`config.mk`:
```
export PLATFORM = sky130hd
export DESIGN_NAME = cpb_walker
export DESIGN_NICKNAME = d
export VERILOG_FILES = /design/src/design/cpb_pkg.sv /design/src/design/cpb_walker.sv
export SDC_FILE = /design/constraint.sdc
export NUM_CORES = 1
export LEC_CHECK = 0
export BUFFER_PORTS_ARGS = -buffer_cell sky130_fd_sc_hd__buf_2
export CORE_MARGIN = 4
export CORE_UTILIZATION = 49
export DETAILED_ROUTE_END_ITERATION = 12
export PLACE_DENSITY = 0.8
export SKIP_CTS_REPAIR_TIMING = 1
export SLEW_MARGIN = 20
export SYNTH_ARGS = -nofsm -noshare
export SYNTH_HDL_FRONTEND = slang
export SYNTH_SLANG_ARGS = --single-unit
```
`constraint.sdc`:
```
create_clock -name clock -period 3.59 [get_ports clock]
set_input_delay 0.718 -clock clock [delete_from_list [all_inputs] [get_ports clock]]
set_output_delay 0.718 -clock clock [all_outputs]
set_load 0.005 [all_outputs]
```
`src/design/cpb_pkg.sv`:
```
// ---------------------------------------------------------------------------
// cpb_pkg
// shared widths, register codes and helpers for the clipped palette blitter
// ---------------------------------------------------------------------------
package cpb_pkg;

   localparam int MAX_DIM   = 4096;
   localparam int DIM_W     = 13;                  // width and height registers
   localparam int POS_W     = $clog2(MAX_DIM);     // source column and row counters
   localparam int OFS_W     = 14;                  // signed destination offsets
   localparam int SUM_W     = OFS_W + 1;           // offset plus position
   localparam int PROD_W    = POS_W + DIM_W;       // row times width

   localparam int PAL_DEPTH = 256;
   localparam int PAL_AW    = (PAL_DEPTH > 1) ? $clog2(PAL_DEPTH) : 1;
   localparam int IDX_W     = 8;
   localparam int COLOR_W   = 32;
   localparam int ADDR_W    = 24;

   localparam int REQ_DW    = 48;                  // slot, color, pixel index
   localparam int RSP_DW    = 56;                  // address, color

   localparam int CSR_AW    = 3;
   localparam int CSR_DW    = 14;

   localparam logic [CSR_AW-1:0] REG_DEST_WIDTH    = 3'd0;
   localparam logic [CSR_AW-1:0] REG_DEST_HEIGHT   = 3'd1;
   localparam logic [CSR_AW-1:0] REG_DEST_LEFT     = 3'd2;
   localparam logic [CSR_AW-1:0] REG_DEST_TOP      = 3'd3;
   localparam logic [CSR_AW-1:0] REG_SOURCE_WIDTH  = 3'd4;
   localparam logic [CSR_AW-1:0] REG_SOURCE_HEIGHT = 3'd5;

   localparam logic OP_PALETTE_LOAD = 1'b0;
   localparam logic OP_PIXEL        = 1'b1;

   // clip result of one pixel, passed from the walker to the address stages
   typedef struct packed {
      logic             written;
      logic             image_end;
      logic             idx_ok;
      logic [POS_W-1:0] dest_x;
      logic [POS_W-1:0] dest_y;
   } pix_type;

   function automatic logic [DIM_W-1:0] sat_dim(input logic [DIM_W-1:0] v);
      logic [DIM_W-1:0] lim;
      lim = DIM_W'(MAX_DIM);
      return (v > lim) ? lim : v;
   endfunction

endpackage

```
`src/design/cpb_walker.sv`:
```
// ---------------------------------------------------------------------------
// cpb_walker
// source position counters, offset and clip test, first pipeline stage
// ---------------------------------------------------------------------------
module cpb_walker (
   input  logic                        clock,
   input  logic                        reset,
   input  logic                        pix_acc,
   input  logic                        s1_ready,
   input  logic [cpb_pkg::DIM_W-1:0]   dw,
   input  logic [cpb_pkg::DIM_W-1:0]   dh,
   input  logic [cpb_pkg::DIM_W-1:0]   sw,
   input  logic [cpb_pkg::DIM_W-1:0]   sh,
   input  logic [cpb_pkg::OFS_W-1:0]   dest_left,
   input  logic [cpb_pkg::OFS_W-1:0]   dest_top,
   input  logic [cpb_pkg::IDX_W-1:0]   pixel_value,
   output logic                        adv,
   output logic                        s1_valid,
   output cpb_pkg::pix_type            s1_pix
);

   logic [cpb_pkg::POS_W-1:0] col_ff, col_in;
   logic [cpb_pkg::POS_W-1:0] row_ff, row_in;
   logic                      v1_ff, v1_in;
   cpb_pkg::pix_type          pix_ff, pix_in;

   logic                      empty;
   logic [cpb_pkg::DIM_W-1:0] col_inc, row_inc;
   logic [cpb_pkg::SUM_W-1:0] ox, oy;
   logic                      in_x, in_y;
   logic                      last_col, last_row;

   assign adv = !v1_ff || s1_ready;

   always_comb begin
      empty    = (sw == '0) || (sh == '0);
      col_inc  = {1'b0, col_ff} + cpb_pkg::DIM_W'(1);
      row_inc  = {1'b0, row_ff} + cpb_pkg::DIM_W'(1);
      last_col = (col_inc >= sw);
      last_row = (row_inc >= sh);

      // signed offset plus unsigned position
      ox   = {dest_left[cpb_pkg::OFS_W-1], dest_left} + {3'b000, col_ff};
      oy   = {dest_top[cpb_pkg::OFS_W-1], dest_top} + {3'b000, row_ff};
      in_x = !ox[cpb_pkg::SUM_W-1] && (ox[cpb_pkg::OFS_W-1:0] < {1'b0, dw});
      in_y = !oy[cpb_pkg::SUM_W-1] && (oy[cpb_pkg::OFS_W-1:0] < {1'b0, dh});

      pix_in.written   = !empty && in_x && in_y;
      pix_in.image_end = empty || (last_col && last_row);
      pix_in.idx_ok    = ({1'b0, pixel_value} < (cpb_pkg::IDX_W+1)'(cpb_pkg::PAL_DEPTH));
      pix_in.dest_x    = ox[cpb_pkg::POS_W-1:0];
      pix_in.dest_y    = oy[cpb_pkg::POS_W-1:0];

      col_in = col_ff;
      row_in = row_ff;
      if (pix_acc) begin
         if (empty) begin
            col_in = '0;
            row_in = '0;
         end else if (last_col) begin
            col_in = '0;
            row_in = last_row ? '0 : row_inc[cpb_pkg::POS_W-1:0];
         end else begin
            col_in = col_inc[cpb_pkg::POS_W-1:0];
         end
      end

      v1_in = adv ? pix_acc : v1_ff;
   end

   always_ff @(posedge clock) begin
      if (reset) begin
         col_ff <= '0;
         row_ff <= '0;
         v1_ff  <= 1'b0;
      end else begin
         col_ff <= col_in;
         row_ff <= row_in;
         v1_ff  <= v1_in;
      end
   end

   always_ff @(posedge clock) begin
      if (adv) begin
         pix_ff <= pix_in;
      end
   end

   assign s1_valid = v1_ff;
   assign s1_pix   = pix_ff;

endmodule

```
==> metrics.txt, run 1 <==
TritonCTS clock tree built; Die ar. 11300 sq um; routability congestion estimate 0.887; Clk pwr share 29.5%; largest net degree at the start of global routing 28; # IOs 121; Seq/Total Area, Yosys 27.2%; CTS sink cnt 51; die height 106 microns; Post-Syn Area 4720 sq um; Slew headroom 66.6%; 1st-pass router iterations 5; Yosys reg bits 51; routed len/inst 14.7 microns; dominant cell type by area after synthesis ha_1; initial antenna violation count 0; max-slew violation count 0; Pint 976 uW; Antenna Violating Nets Remaining 0; Rows 35; # nets final 868; Worst EP required 3.77 ns; clock skew 0.00691 ns; EDFF count, synth 26; sequential power share 48.9%; Switch Pwr 351 uW; CP arrival 3.70 ns; Main synth FF type edfxtp_1; core region area 9330 sq um; setup_tns 0 ns; Starting DRT DRC Count 263; Finished Core Util 63.4%; unrepaired setup endpoints after global routing yes; root buffer selected by CTS clkbuf_8; clock slew at reported path FFs 0.09 ns; most common library cell in the layout ignoring fill and taps buf_2; area added between synthesis and finish 25.4%; ant diodes 0; non-filler cells, final 828; vias in the first global route 4405; leading cell types in the layout, fill and taps excluded 110 x buf_2, 73 x ha_1, 63 x inv_1; dpl hpwl 9840 microns; Final setup viols 0; Yosys warning total 0; Die X 106 microns; Fin. Hold Viols 0; Max Cap Viol 0; number of distinct library cells after synthesis 60; Hold Path Class flip-flop to flip-flop; port buffer count 111; first-pass GRT wire length 19500 microns; status completed; clock latency on the worst-skew pair 0.31 ns; H-tree levels 2; final wirelength 12200 microns; Slew @ Worst Pin 0.500 ns; max frequency 284 MHz; fin crit period 3.52 ns; final worst-path cycle share 98.1%; Worst Path Max Fanout 3; CP Launch Type input port; Async S/R FF share, synth 0%; top post-synthesis cells by area ha_1 20%, edfxtp_1 17%, dfxtp_1 11%; Post-Synthesis Cells 549; static leakage 0.00300 uW; grt total ovfl 0; Comb pwr share 21.6%; Power Density 224 nW/um^2; DP Cell Count 813; clock buffer depth 2; Initial Util 50.6%; critical path class input port to flip-flop; Peak VDD IR 0.159 mV; syn avg cell area 8.59 sq um; share of cells above drive strength 1 27.5%; vias per inst 5.52; Residual DRC 0; Net Sw Frac 26.5%; cts bufs inserted 5; syn_nets 719; nature of the critical path endpoint flip-flop; total global-route track usage 20.8%; total power 1330 uW; share of the synthesized area in the top cell type 20.2%; Vias 4571
logic make-up (layout without fill, tap and decap cells):
family          count (synthesis)  count (layout)  synth area share (%)
compound gates                140             140                  19.4
fa+ha+maj                      78              78                  21.0
buf+inv                        73             223                  6.02
simple gates                  167             167                  19.1
flops                          51              51                  27.2
xor+xnor                       39              39                  7.24
other cells                     1               1                0.0795
power by group through the flow:
stage          registers [uW]  clock network (uW)  logic, uW
2_1_floorplan             666                   0        146
3_3_place_gp              661                   0        260
3_5_place_dp              662                   0        272
4_1_cts                   649                 396        274
5_1_grt                   652                 416        325
6_report                  649                 391        287
metal layers:
metal  track usage, %  routed length [microns]
met5                0                        0
met4             6.66                      235
met3             3.34                      656
met2             36.2                     5920
met1             26.3                     5340
stage by stage:
step,worst slack (ns),hold slack (ns),instance area (sq um)
after CTS,-0.109,0.519,5760
after detailed placement,-0.439,0.504,5650
final,0.0667,0.517,5910
after global routing,-0.100,0.534,5910
after floorplan,0.000371,0.472,4720
after global placement,-0.324,0.498,5650
worst max-delay path, stage by stage:
cell and delay (ns):
buf_2 0.11, ha_1 0.32, a211oi_2 0.21, o21bai_2 0.13, a2111oi_4 0.38, buf_4 0.17, o21bai_1 0.07, a21oi_1 0.16
xnor2_1 0.20, ha_1 0.30, nor2b_1 0.14, a2111oi_2 0.33, nor3_1 0.09, nor3_1 0.16, and4bb_1 0.21
area by class of cell:
cell class                 count  area, sq um
clock buffer                   7          108
fill                         791         3410
clock inverter                 1         5.00
multi-input combinational    425         3250
inverter                      64          240
sequential                    51         1290
tap                          129          161
timing repair buffer         151          866
registers in the layout, summed over array words and instances (netlist names):
name	count
row_ff	12
s1_pix	26
s1_valid	1
col_ff	12
worst paths after layout:
kind | startpoint | end | slack [ns] | depth (start not counted)
worst max-delay path | dest_top[1] | s1_pix[26]$_DFFE_PP_ | 0.07 | 15
worst min-delay path | row_ff[1]$_SDFFE_PP0P_ | row_ff[1]$_SDFFE_PP0P_ | 0.52 | 2
worst max register to register | col_ff[0]$_SDFFE_PP0P_ | s1_pix[26]$_DFFE_PP_ | 0.14 | 16
worst min register to register | row_ff[1]$_SDFFE_PP0P_ | row_ff[1]$_SDFFE_PP0P_ | 0.52 | 2
cell usage after synthesis, types with 2 or more instances:
| cell type | count |
|---|---|
| or2_2 | 2 |
| o21ai_1 | 9 |
| dfxtp_1 | 25 |
| ha_1 | 76 |
| a21o_1 | 13 |
| nor3_1 | 27 |
| or3_1 | 3 |
| edfxtp_1 | 26 |
| a31oi_1 | 4 |
| inv_1 | 64 |
| nand3_1 | 14 |
| o211ai_1 | 4 |
| nand3b_1 | 13 |
| nor2_1 | 32 |
| nor4_1 | 4 |
| clkbuf_1 | 4 |
| o22ai_1 | 3 |
| and3_1 | 10 |
| a2111oi_0 | 2 |
| xnor2_1 | 20 |
| a211oi_1 | 5 |
| nand2b_1 | 7 |
| o2111ai_1 | 3 |
| fa_1 | 2 |
| nand4_1 | 7 |
| a211oi_4 | 2 |
| nor2b_1 | 8 |
| o21bai_1 | 2 |
| nand2_1 | 23 |
| and2_1 | 2 |
| o31ai_1 | 2 |
| o21a_1 | 6 |
| a211o_1 | 5 |
| a21oi_1 | 47 |
| xor2_1 | 19 |
| or4_1 | 7 |
| buf_4 | 2 |
| o21ai_0 | 23 |
Power figures use the tool's default switching activity.
==> run 2, diff against run 1 <==
--- a/config.mk
+++ b/config.mk
@@ -7,9 +7,10 @@
 export LEC_CHECK = 0
 export BUFFER_PORTS_ARGS = -buffer_cell sky130_fd_sc_hd__buf_2
 export CORE_MARGIN = 4
-export CORE_UTILIZATION = 49
+export CORE_UTILIZATION = 50
+export CTS_BUF_LIST = sky130_fd_sc_hd__clkbuf_4 sky130_fd_sc_hd__clkbuf_8
 export DETAILED_ROUTE_END_ITERATION = 12
-export PLACE_DENSITY = 0.8
+export PLACE_DENSITY = 0.81
 export SKIP_CTS_REPAIR_TIMING = 1
 export SLEW_MARGIN = 20
 export SYNTH_ARGS = -nofsm -noshare
==> metrics.txt, run 2 (same netlist as run 1, synthesis figures left out) <==
max FFs per register 26; TritonCTS clock tree built; routability congestion estimate 0.876; # IOs 121; Starting DRT DRC Count 295; Power Density 229 nW/um^2; largest net degree at the start of global routing 29; PnR worst setup slack 0.140 ns; clock skew 0.00706 ns; M1 WL 5330 microns; Die X 105 microns; static leakage 0.00302 uW; Residual DRC 0; max-slew violation count 0; area added between synthesis and finish 25.2%; Finished Core Util 64.2%; initial antenna violation count 0; buffers plus inverters on the worst setup path 3; Worst Path Max Fanout 2; total power 1350 uW; post-route cell area 5910 sq um; crit-path max cell delay 0.35 ns; total global-route track usage 20.5%; clock slew at reported path FFs 0.09 ns; Die ar. 11100 sq um; CTS sink cnt 51; root buffer selected by CTS clkbuf_8; pre-CTS WS -0.415 ns; share of cells above drive strength 1 28.2%; Top Metal Used met4; Fin. Hold Viols 0; routed len/inst 15.1 microns; Met3 Routed Length 686 microns; multi-input combinational cell area 3260 sq um; CP max stage cell fa_2; family with the most delay on the worst path compound AO/OA/AOI/OAI gates; vias in the first global route 4320; Initial Util 51.3%; CP arrival 3.61 ns; Rows 35; port buffer count 111; Vias 4604; placed cell areas 5630 sq um; Seq. cell area 1290 sq um; setup_tns 0 ns; critical path class input port to flip-flop; clock buffer depth 2; worst-path cell chain buf_2 -> ha_2 -> inv_1 -> fa_2 -> nor2b_2 -> o2111ai_2 -> a31oi_2 -> buf_4 -> a21o_1 -> a21oi_1 -> xnor2_1 -> ha_1 -> a21oi_2 -> nor2b_1 -> o21ai_0 -> o211ai_1 -> nor3_1 -> and4bb_1; status completed; max frequency 290 MHz; Max Cap Viol 0; grt total ovfl 0; ant diodes 0; Worst EP required 3.75 ns; vias per inst 5.68; clock latency on the worst-skew pair 0.30 ns; most common library cell in the layout ignoring fill and taps buf_2; fin crit period 3.45 ns; 1st-pass router iterations 5; Peak VDD IR 0.153 mV; internal reg-to-reg setup slack 0.19 ns; core region area 9200 sq um; CP Launch Type input port; nature of the critical path endpoint flip-flop; first-pass GRT wire length 19200 microns; final worst-path cycle share 96.1%; filler instances 766; H-tree levels 2; DR WL met2 6070 microns; cts bufs inserted 5; Antenna Violating Nets Remaining 0; final wirelength 12200 microns; Hold Path Class flip-flop to flip-flop; die height 105 microns; leading cell types in the layout, fill and taps excluded 111 x buf_2, 73 x ha_1, 64 x inv_1; Final setup viols 0; # nets final 868; dpl hpwl 9630 microns
[run 2: final cells by class]
| class | instances | share of cell area (%) |
|---|---|---|
| Multi-Input combinational cell | 425 | 55.2 |
| Sequential cell | 51 | 21.8 |
| Timing Repair Buffer | 151 | 14.5 |
| Inverter | 64 | 4.07 |
| Tap cell | 111 | 2.35 |
| Clock buffer | 6 | 1.40 |
| Clock inverter | 2 | 0.593 |
[run 2: routing by layer]
layer	up-vias	track usage [%]
met2	157	35.7
met3	11	3.09
met4	0	4.69
met5	-	0
met1	2143	26.9
li1	2293	-
[run 2: final timing paths]
path                           from                endpoint  depth (start not counted)
max                    dest_left[0]    s1_pix[26]$_DFFE_PP_                         18
min          row_ff[0]$_SDFFE_PP0P_  row_ff[0]$_SDFFE_PP0P_                          2
max reg2reg  row_ff[1]$_SDFFE_PP0P_  row_ff[9]$_SDFFE_PP0P_                         13
min reg2reg  row_ff[0]$_SDFFE_PP0P_  row_ff[0]$_SDFFE_PP0P_                          2
[run 2: worst reg2reg max path, stage by stage (launching register included)]
cell	delay, ns
dfxtp_4	0.40
ha_1	0.18
nand3_1	0.13
nor2_2	0.16
and3_1	0.18
nand3_1	0.16
xnor2_2	0.25
ha_1	0.28
a21o_1	0.19
a21o_1	0.17
a211o_1	0.31
or2_4	0.27
or4_1	0.47
a31oi_1	0.18
[run 2: where the power goes]
| group | switching, uW | leakage, uW | internal (uW) |
|---|---|---|---|
| Sequential | 7.44 | 0.000476 | 639 |
| Combinational | 150 | 0.00248 | 137 |
| Clock | 192 | 0.0000612 | 226 |
[run 2: stage by stage]
step	instances	hold WS, ns
2_1_floorplan	549	0.472
3_3_place_gp	796	0.501
3_5_place_dp	796	0.519
4_1_cts	804	0.532
5_1_grt	810	0.551
6_report	810	0.523
