File: src/design/cpb_pkg.sv
// ---------------------------------------------------------------------------
// cpb_pkg
// shared widths, register codes and helpers for the clipped palette blitter
// ---------------------------------------------------------------------------
package cpb_pkg;

   localparam int MAX_DIM   = 4096;
   localparam int DIM_W     = 13;                  // width and height registers
   localparam int POS_W     = $clog2(MAX_DIM);     // source column and row counters
   localparam int OFS_W     = 14;                  // signed destination offsets
   localparam int SUM_W     = OFS_W + 1;           // offset plus position
   localparam int PROD_W    = POS_W + DIM_W;       // row times width

   localparam int PAL_DEPTH = 256;
   localparam int PAL_AW    = (PAL_DEPTH > 1) ? $clog2(PAL_DEPTH) : 1;
   localparam int IDX_W     = 8;
   localparam int COLOR_W   = 32;
   localparam int ADDR_W    = 24;

   localparam int REQ_DW    = 48;                  // slot, color, pixel index
   localparam int RSP_DW    = 56;                  // address, color

   localparam int CSR_AW    = 3;
   localparam int CSR_DW    = 14;

   localparam logic [CSR_AW-1:0] REG_DEST_WIDTH    = 3'd0;
   localparam logic [CSR_AW-1:0] REG_DEST_HEIGHT   = 3'd1;
   localparam logic [CSR_AW-1:0] REG_DEST_LEFT     = 3'd2;
   localparam logic [CSR_AW-1:0] REG_DEST_TOP      = 3'd3;
   localparam logic [CSR_AW-1:0] REG_SOURCE_WIDTH  = 3'd4;
   localparam logic [CSR_AW-1:0] REG_SOURCE_HEIGHT = 3'd5;

   localparam logic OP_PALETTE_LOAD = 1'b0;
   localparam logic OP_PIXEL        = 1'b1;

   // clip result of one pixel, passed from the walker to the address stages
   typedef struct packed {
      logic             written;
      logic             image_end;
      logic             idx_ok;
      logic [POS_W-1:0] dest_x;
      logic [POS_W-1:0] dest_y;
   } pix_type;

   function automatic logic [DIM_W-1:0] sat_dim(input logic [DIM_W-1:0] v);
      logic [DIM_W-1:0] lim;
      lim = DIM_W'(MAX_DIM);
      return (v > lim) ? lim : v;
   endfunction

endpackage

File: src/design/cpb_addr.sv
// ---------------------------------------------------------------------------
// cpb_addr
// row times width product, column add and the output register
// ---------------------------------------------------------------------------
module cpb_addr (
   input  logic                        clock,
   input  logic                        reset,
   input  logic                        s1_valid,
   input  cpb_pkg::pix_type            s1_pix,
   input  logic [cpb_pkg::COLOR_W-1:0] s1_color,
   input  logic [cpb_pkg::DIM_W-1:0]   dw,
   output logic                        s1_ready,
   output logic                        out_valid,
   input  logic                        out_ready,
   output logic                        out_written,
   output logic [cpb_pkg::ADDR_W-1:0]  out_address,
   output logic [cpb_pkg::COLOR_W-1:0] out_color,
   output logic                        out_end
);

   logic                         v2_ff, v2_in;
   logic [cpb_pkg::PROD_W-1:0]   prod_ff;
   logic [cpb_pkg::POS_W-1:0]    x2_ff;
   logic                         wr2_ff, end2_ff;
   logic [cpb_pkg::COLOR_W-1:0]  color2_ff;

   logic                         v3_ff, v3_in;
   logic                         wr3_ff, end3_ff;
   logic [cpb_pkg::ADDR_W-1:0]   addr3_ff;
   logic [cpb_pkg::COLOR_W-1:0]  color3_ff;

   logic                         en2, en3;
   logic [cpb_pkg::PROD_W-1:0]   prod_in, sum;

   always_comb begin
      en3      = !v3_ff || out_ready;
      en2      = !v2_ff || en3;
      s1_ready = en2;
      prod_in  = {{cpb_pkg::DIM_W{1'b0}}, s1_pix.dest_y} * {{cpb_pkg::POS_W{1'b0}}, dw};
      sum      = prod_ff + {{cpb_pkg::DIM_W{1'b0}}, x2_ff};
      v2_in    = en2 ? s1_valid : v2_ff;
      v3_in    = en3 ? v2_ff : v3_ff;
   end

   always_ff @(posedge clock) begin
      if (reset) begin
         v2_ff <= 1'b0;
         v3_ff <= 1'b0;
      end else begin
         v2_ff <= v2_in;
         v3_ff <= v3_in;
      end
   end

   always_ff @(posedge clock) begin
      if (en2) begin
         prod_ff   <= prod_in;
         x2_ff     <= s1_pix.dest_x;
         wr2_ff    <= s1_pix.written;
         end2_ff   <= s1_pix.image_end;
         color2_ff <= s1_pix.idx_ok ? s1_color : '0;
      end
      if (en3) begin
         wr3_ff    <= wr2_ff;
         end3_ff   <= end2_ff;
         addr3_ff  <= wr2_ff ? sum[cpb_pkg::ADDR_W-1:0] : '0;
         color3_ff <= color2_ff;
      end
   end

   assign out_valid   = v3_ff;
   assign out_written = wr3_ff;
   assign out_address = addr3_ff;
   assign out_color   = color3_ff;
   assign out_end     = end3_ff;

endmodule

File: config.mk
export PLATFORM = sky130hd
export DESIGN_NAME = cpb_addr
export DESIGN_NICKNAME = d
export VERILOG_FILES = /design/src/design/cpb_pkg.sv /design/src/design/cpb_addr.sv
export SDC_FILE = /design/constraint.sdc
export NUM_CORES = 1
export LEC_CHECK = 0
export BUFFER_PORTS_ARGS = -buffer_cell sky130_fd_sc_hd__buf_2
export CORE_ASPECT_RATIO = 0.5
export CORE_UTILIZATION = 54
export CTS_BUF_LIST = sky130_fd_sc_hd__clkbuf_8 sky130_fd_sc_hd__clkbuf_16
export DETAILED_ROUTE_END_ITERATION = 6
export PLACE_DENSITY = 0.78
export RECOVER_POWER = 50
export SLEW_MARGIN = 30
export SYNTH_ARGS = -nofsm -noshare
export SYNTH_HDL_FRONTEND = slang
export SYNTH_SLANG_ARGS = --single-unit
File: constraint.sdc
create_clock -name clock -period 5.13 [get_ports clock]
set_clock_uncertainty 0.2 [all_clocks]
set_input_delay 0.513 -clock clock [delete_from_list [all_inputs] [get_ports clock]]
set_output_delay 0.513 -clock clock [all_outputs]
set_load 0.01 [all_outputs]
==> results of run 1 <==
## area by class of cell
cell class                 count  area, sq um  share of cell area, %
timing repair buffer         197         1060                   8.78
multi-input combinational    610         5590                   46.2
clock inverter                15          253                   2.09
antenna                        1         2.50                 0.0207
sequential                   130         3880                   32.1
clock buffer                  17          425                   3.51
tap                          240          300                   2.48
inverter                     157          591                   4.88
## Yosys cell counts, types with 7 or more instances
| library cell | count |
|---|---|
| and2_1 | 99 |
| inv_1 | 157 |
| nor2_1 | 20 |
| nand3_1 | 11 |
| nand2_1 | 132 |
| nand2b_1 | 10 |
| xnor2_1 | 22 |
| edfxtp_1 | 128 |
| fa_1 | 110 |
| mux2i_1 | 8 |
| ha_1 | 72 |
| clkbuf_1 | 32 |
| nor2b_1 | 7 |
| o21ai_0 | 12 |
| a21oi_1 | 32 |
| xor2_1 | 11 |
## metal layers
| layer | GRT usage, % | wire, um |
|---|---|---|
| met5 | 0 | 0 |
| met4 | 6.25 | 206 |
| met3 | 2.98 | 1130 |
| met2 | 38.3 | 9570 |
| met1 | 31.8 | 10000 |
## per-stage QoR
step	cell area [sq um]	std cells	setup slack, ns
floorplan	10200	930	-0.0179
global route	12100	1366	-0.0161
finish	12100	1367	0.144
CTS	12200	1366	0.199
detailed placement	11500	1334	-0.224
global placement	11500	1334	-0.127
## sequential cells by signal, summed over array words and instances (netlist names)
name         count
prod_ff         24
out_end          1
out_color       32
v2_ff            1
end2_ff          1
out_address     24
out_written      1
out_valid        1
color2_ff       32
x2_ff           12
wr2_ff           1
## kinds of logic after synthesis
family / synth area share (%)
AND/OR/NAND/NOR: 15.4
buffers and inverters: 7.02
adder cells (fa/ha/maj): 30.5
flip-flops: 38.2
AO/OA/AOI/OAI: 5.18
XOR/XNOR: 2.84
multiplexers: 0.788
## power by group
part	total, uW	internal, uW	switching [uW]
Sequential	1660	1550	109
Clock	1360	919	443
Combinational	3940	1870	2070
Total	6960	4340	2620
## path summary, 6_finish.rpt
| kind | startpoint | to | slack [ns] | depth (start not counted) |
|---|---|---|---|---|
| setup / recovery | dw[5] | prod_ff[20] | 0.14 | 17 |
| hold / removal | reset | out_valid | 0.08 | 2 |
| setup reg to reg | out_valid | out_address[10] | 1.35 | 2 |
| hold reg to reg | color2_ff[9] | out_color[9] | 0.21 | 0 |
==> flow_summary_export.csv, run 1 <==
group,metric,value,unit
worst_setup_path,crit_family,"adder cells",
sta,holdWs,0.0762,ns
sta,tightest_slew,2.43,ns
floorplan,dieArea,19400,sq um
global_routing,gr-total-overflow,0,
worst_hold_path,hold_path.class,"in2reg",
yosys,synthDominantCellAreaShare,37.8,%
clock_network,cts_setup_buffers,0,
worst_setup_path,slowest_delay,0.57,ns
worst_setup_path,crit_top_cell,"fa_1",
worst_setup_path,startpoint_type,"primary input",
global_routing,antenna_found_initial,1,
flow_run,max_cap_violations,1,
layout,areaGrowthSynthToFinish,19.1,%
routing,wl_per_cell,15.3,um
clock_network,numCtsBuffers,17,
yosys,yosys_warnings,0,
floorplan,start_util,55.3,%
clock_network,cts-root-buf,"clkbuf_16",
worst_setup_path,path_buf_inv,5,
routing,first_pass_iters,5,
placement,portBuffers,135,
clock_network,htree_levels,4,
worst_setup_path,required,5.12,ns
layout,final_cell_mix,"157 x inv_1, 131 x nand2_1, 128 x edfxtp_1",
clock_network,ctsHoldBuffers,0,
sta,relSlewSlack,-63.0,%
routing,vias,6992,
power,vdd_drop_max,336,uV
yosys,syn_inst,930,
worst_setup_path,cpMaxStageDelayCell,"fa_1",
routing,wirelength,20900,um
yosys,synthFlopType,"edfxtp_1",
layout,final_layout_size_suffix_gt1_share,16.4,%
routing,drc_errors,0,
worst_setup_path,worstPathMaxFanout,6,
sta,post-route-period-util,97.2,%
floorplan,io_pins,136,
yosys,synth_area_leader_cell,"edfxtp_1",
sta,hold_viol,0,
clock_network,cts.path.max_buffers,2,
status,failed_checks,"capacitance limit, slew limit",
worst_setup_path,cp-end-kind,"register",
power,power.total,6960,uW
sta,rsz0062_at_grt,"yes",
sta,fmax,201,MHz
global_routing,grt_max_degree,59,
global_routing,grt_pass1_vias,7370,
worst_setup_path,critical_path_arrival,4.97,ns
floorplan,core_region_area,18400,sq um
worst_setup_path,crit_type,"in2reg",
yosys,synth_area_per_cell,10.9,sq um
clock_network,cts_tree,"done",
layout,fin_util,65.8,%
layout,final.fill_count,1444,
yosys,synth_area,10200,sq um
yosys,synth_cell_types,51,
global_routing,grt_usage,22.9,%
clock_network,cts_sinks,130,
floorplan,rows,35,
routing,drt_first_iter_violations,364,
power,p_leak,0.00565,uW
clock_network,cts_repair_resize_count,0,
routing,viasPerCell,5.11,
placement,routabilityCongestion,0.899,
power,powerDensity,575,nW/um^2
placement,dpl.hpwl,16800,um
yosys,ys_seq_area_share,38.2,%
status,status,"finished, violations left",
sta,maxSlewViolCount,59,
yosys,synth-seq-cells,130,
global_routing,grt_pass1_wl,35200,um
worst_setup_path,critical_path.cell_chain,"buf_2 -> buf_4 -> nand2_1 -> fa_1 -> fa_1 -> fa_1 -> inv_1 -> fa_1 -> inv_1 -> fa_1 -> inv_1 -> ha_1 -> a2111o_1 -> o21ai_2 -> o21ai_1 -> mux2i_1 -> a221oi_1",
routing,ant_nets,0,
layout,nNetsFinal,1371,
floorplan,chipHeight,99.0,um
yosys,synthArstFlopShare,0,%
yosys,synth_edf_count,128,
sta,period_minus_slack,4.99,ns
yosys,syn_nets,1188,
yosys,synthTopCellsByArea,"edfxtp_1 38%, fa_1 22%, ha_1 8.9%",
layout,layout_commonest_cell,"inv_1",
floorplan,die_x,196,um
sta,setup_viol,0,
clock_network,clk_latency,0.40,ns
sta,tns,0,ns
clock_network,path_clk_slew,0.06,ns
(Power assumes the default switching activity.)
==> run 2, diff against run 1 <==
--- a/config.mk
+++ b/config.mk
@@ -10,6 +10,7 @@
 export CORE_UTILIZATION = 54
 export CTS_BUF_LIST = sky130_fd_sc_hd__clkbuf_8 sky130_fd_sc_hd__clkbuf_16
 export DETAILED_ROUTE_END_ITERATION = 6
+export MAX_ROUTING_LAYER = met4
 export PLACE_DENSITY = 0.78
 export RECOVER_POWER = 50
 export SLEW_MARGIN = 30
==> run 2 against run 1 <==
Against the previous run: the run still ends with capacitance limit, slew limit left; combinational power is essentially flat; final area down 0.28%; final cell count down 0.15%; clock-buffer cell count stayed put; register-to-register slack worse by 0.16 ns; die area did not move; sequential cell count is the same; critical endpoint is now prod_ff[21]; highest routed layer unchanged.
==> flow_summary_export.csv, run 2 (synthesized netlist as in run 1, its figures left out) <==
group,metric,value,unit
clock_network,cts_sinks,130,
routing,wl_per_cell,15.3,um
layout,fin_area,12100,sq um
worst_setup_path,rrSetupSlack,1.19,ns
sta,fmax,204,MHz
clock_network,cts_repair_resize_count,0,
layout,layout_commonest_cell,"inv_1",
sta,fin_ws,0.226,ns
clock_network,numCtsBuffers,17,
worst_setup_path,critical_path.cell_chain,"buf_2 -> and2_1 -> fa_1 -> inv_1 -> fa_1 -> inv_1 -> fa_1 -> fa_1 -> inv_1 -> fa_1 -> inv_1 -> ha_4 -> a21oi_2 -> o211ai_1 -> o211ai_1 -> nor2_1 -> or3_1 -> xnor2_1",
sta,relSlewSlack,-65.5,%
worst_setup_path,cp-startpoint,"dw[5]",
worst_setup_path,slowest_delay,0.53,ns
placement,routabilityCongestion,0.921,
routing,drt_first_iter_violations,263,
global_routing,grt_usage,23.8,%
routing,ant_nets,0,
sta,maxSlewViolCount,59,
sta,hold_viol,0,
clock_network,path_clk_slew,0.06,ns
sta,setup_viol,0,
worst_setup_path,crit_family,"adder cells",
placement,dpl.hpwl,16800,um
global_routing,grt_pass1_wl,35500,um
worst_setup_path,required,5.08,ns
worst_hold_path,hold_path.class,"in2reg",
layout,nNetsFinal,1369,
routing,viasPerCell,5.05,
sta,tightest_slew,2.47,ns
sta,post-route-period-util,95.6,%
worst_setup_path,worstPathMaxFanout,6,
clock_network,ctsHoldBuffers,0,
worst_setup_path,r2r_start,"out_valid",
floorplan,start_util,55.3,%
layout,final_cell_mix,"157 x inv_1, 131 x nand2_1, 128 x edfxtp_1",
routing,vias,6892,
placement,post_dp_cell_area,11500,sq um
layout,fin_util,65.6,%
sta,period_minus_slack,4.90,ns
worst_setup_path,startpoint_type,"primary input",
worst_setup_path,endpoint,"prod_ff[21]",
worst_hold_path,hp-start,"reset",
floorplan,die_x,196,um
status,failed_checks,"capacitance limit, slew limit",
clock_network,htree_levels,4,
worst_setup_path,critical_path_arrival,4.86,ns
placement,portBuffers,135,
clock_network,cts_tree,"done",
layout,fin_cells,1365,
flow_run,max_cap_violations,1,
worst_setup_path,cp_num_cells,18,
floorplan,rows,35,
floorplan,core_region_area,18400,sq um
clock_network,clk_latency,0.40,ns
clock_network,cts-root-buf,"clkbuf_16",
global_routing,gr-total-overflow,0,
global_routing,grt_max_degree,59,
floorplan,io_pins,136,
worst_setup_path,path_buf_inv,5,
worst_setup_path,reg2reg_depth,2,
clock_network,cts_setup_buffers,0,
power,p_leak,0.00562,uW
layout,areaGrowthSynthToFinish,18.8,%
routing,wirelength,20900,um
status,status,"finished, violations left",
power,vdd_drop_max,383,uV
global_routing,grt_pass1_vias,7137,
routing,first_pass_iters,5,
placement,place_ws,-0.232,ns
placement,post-place-cells,1331,
routing,drc_errors,0,
worst_setup_path,cpMaxStageDelayCell,"fa_1",
floorplan,dieArea,19400,sq um
layout,final_layout_size_suffix_gt1_share,16.0,%
power,powerDensity,575,nW/um^2
sta,tns,0,ns
global_routing,antenna_found_initial,1,
worst_setup_path,crit_type,"in2reg",
clock_network,cts.path.max_buffers,2,
worst_setup_path,cp-end-kind,"register",
floorplan,chipHeight,99.0,um
sta,rsz0062_at_grt,"no",
worst_setup_path,timing.rr.end,"out_color[29]",
layout,final.fill_count,1425,
worst_setup_path,crit_top_cell,"fa_1",
## run 2: cell count changes in the layout (fill, tap and decap cells not counted), sizes merged
cell	before	now
buf	137	130
bufinv	6	5
clkinv	4	3
clkinvlp	1	3
clkbuf	77	82
## run 2: routing by layer
layer | share of wire [%] | wire (um) | GRT usage, %
met5 | 0 | 0 | -
met4 | 0.76 | 159 | 5.11
met3 | 5.1 | 1070 | 3.11
met2 | 46 | 9700 | 38.1
met1 | 48 | 9980 | 32.9
## run 2: worst min path at each step
stage / endpoint / slack [ns] / cells after the start
floorplan: out_color[0] / 0.20 / 0
detailed placement: out_color[3] / 0.20 / 0
finish: out_valid / 0.08 / 2
global route: x2_ff[4] / 0.07 / 1
CTS: out_valid / 0.07 / 2
global placement: out_color[6] / 0.20 / 0
## run 2: cell type report
cell class / instances / area [sq um] / area share, %
sequential: 130 / 3880 / 32.2
clock inverter: 15 / 229 / 1.90
tap: 240 / 300 / 2.49
inverter: 157 / 591 / 4.89
antenna: 1 / 2.50 / 0.0207
multi-input combinational: 610 / 5600 / 46.4
timing repair buffer: 195 / 1040 / 8.64
clock buffer: 17 / 425 / 3.52
## run 2: per-stage QoR
step	hold WS (ns)	total power (uW)
2_1_floorplan	0.200	4340
3_3_place_gp	0.201	5520
3_5_place_dp	0.205	5620
4_1_cts	0.0723	6980
5_1_grt	0.0690	7590
6_report	0.0781	6940
## run 2: power by group
group	switching [uW]	internal (uW)	total, uW
clock	452	869	1320
combinational	2090	1880	3970
sequential	107	1550	1660
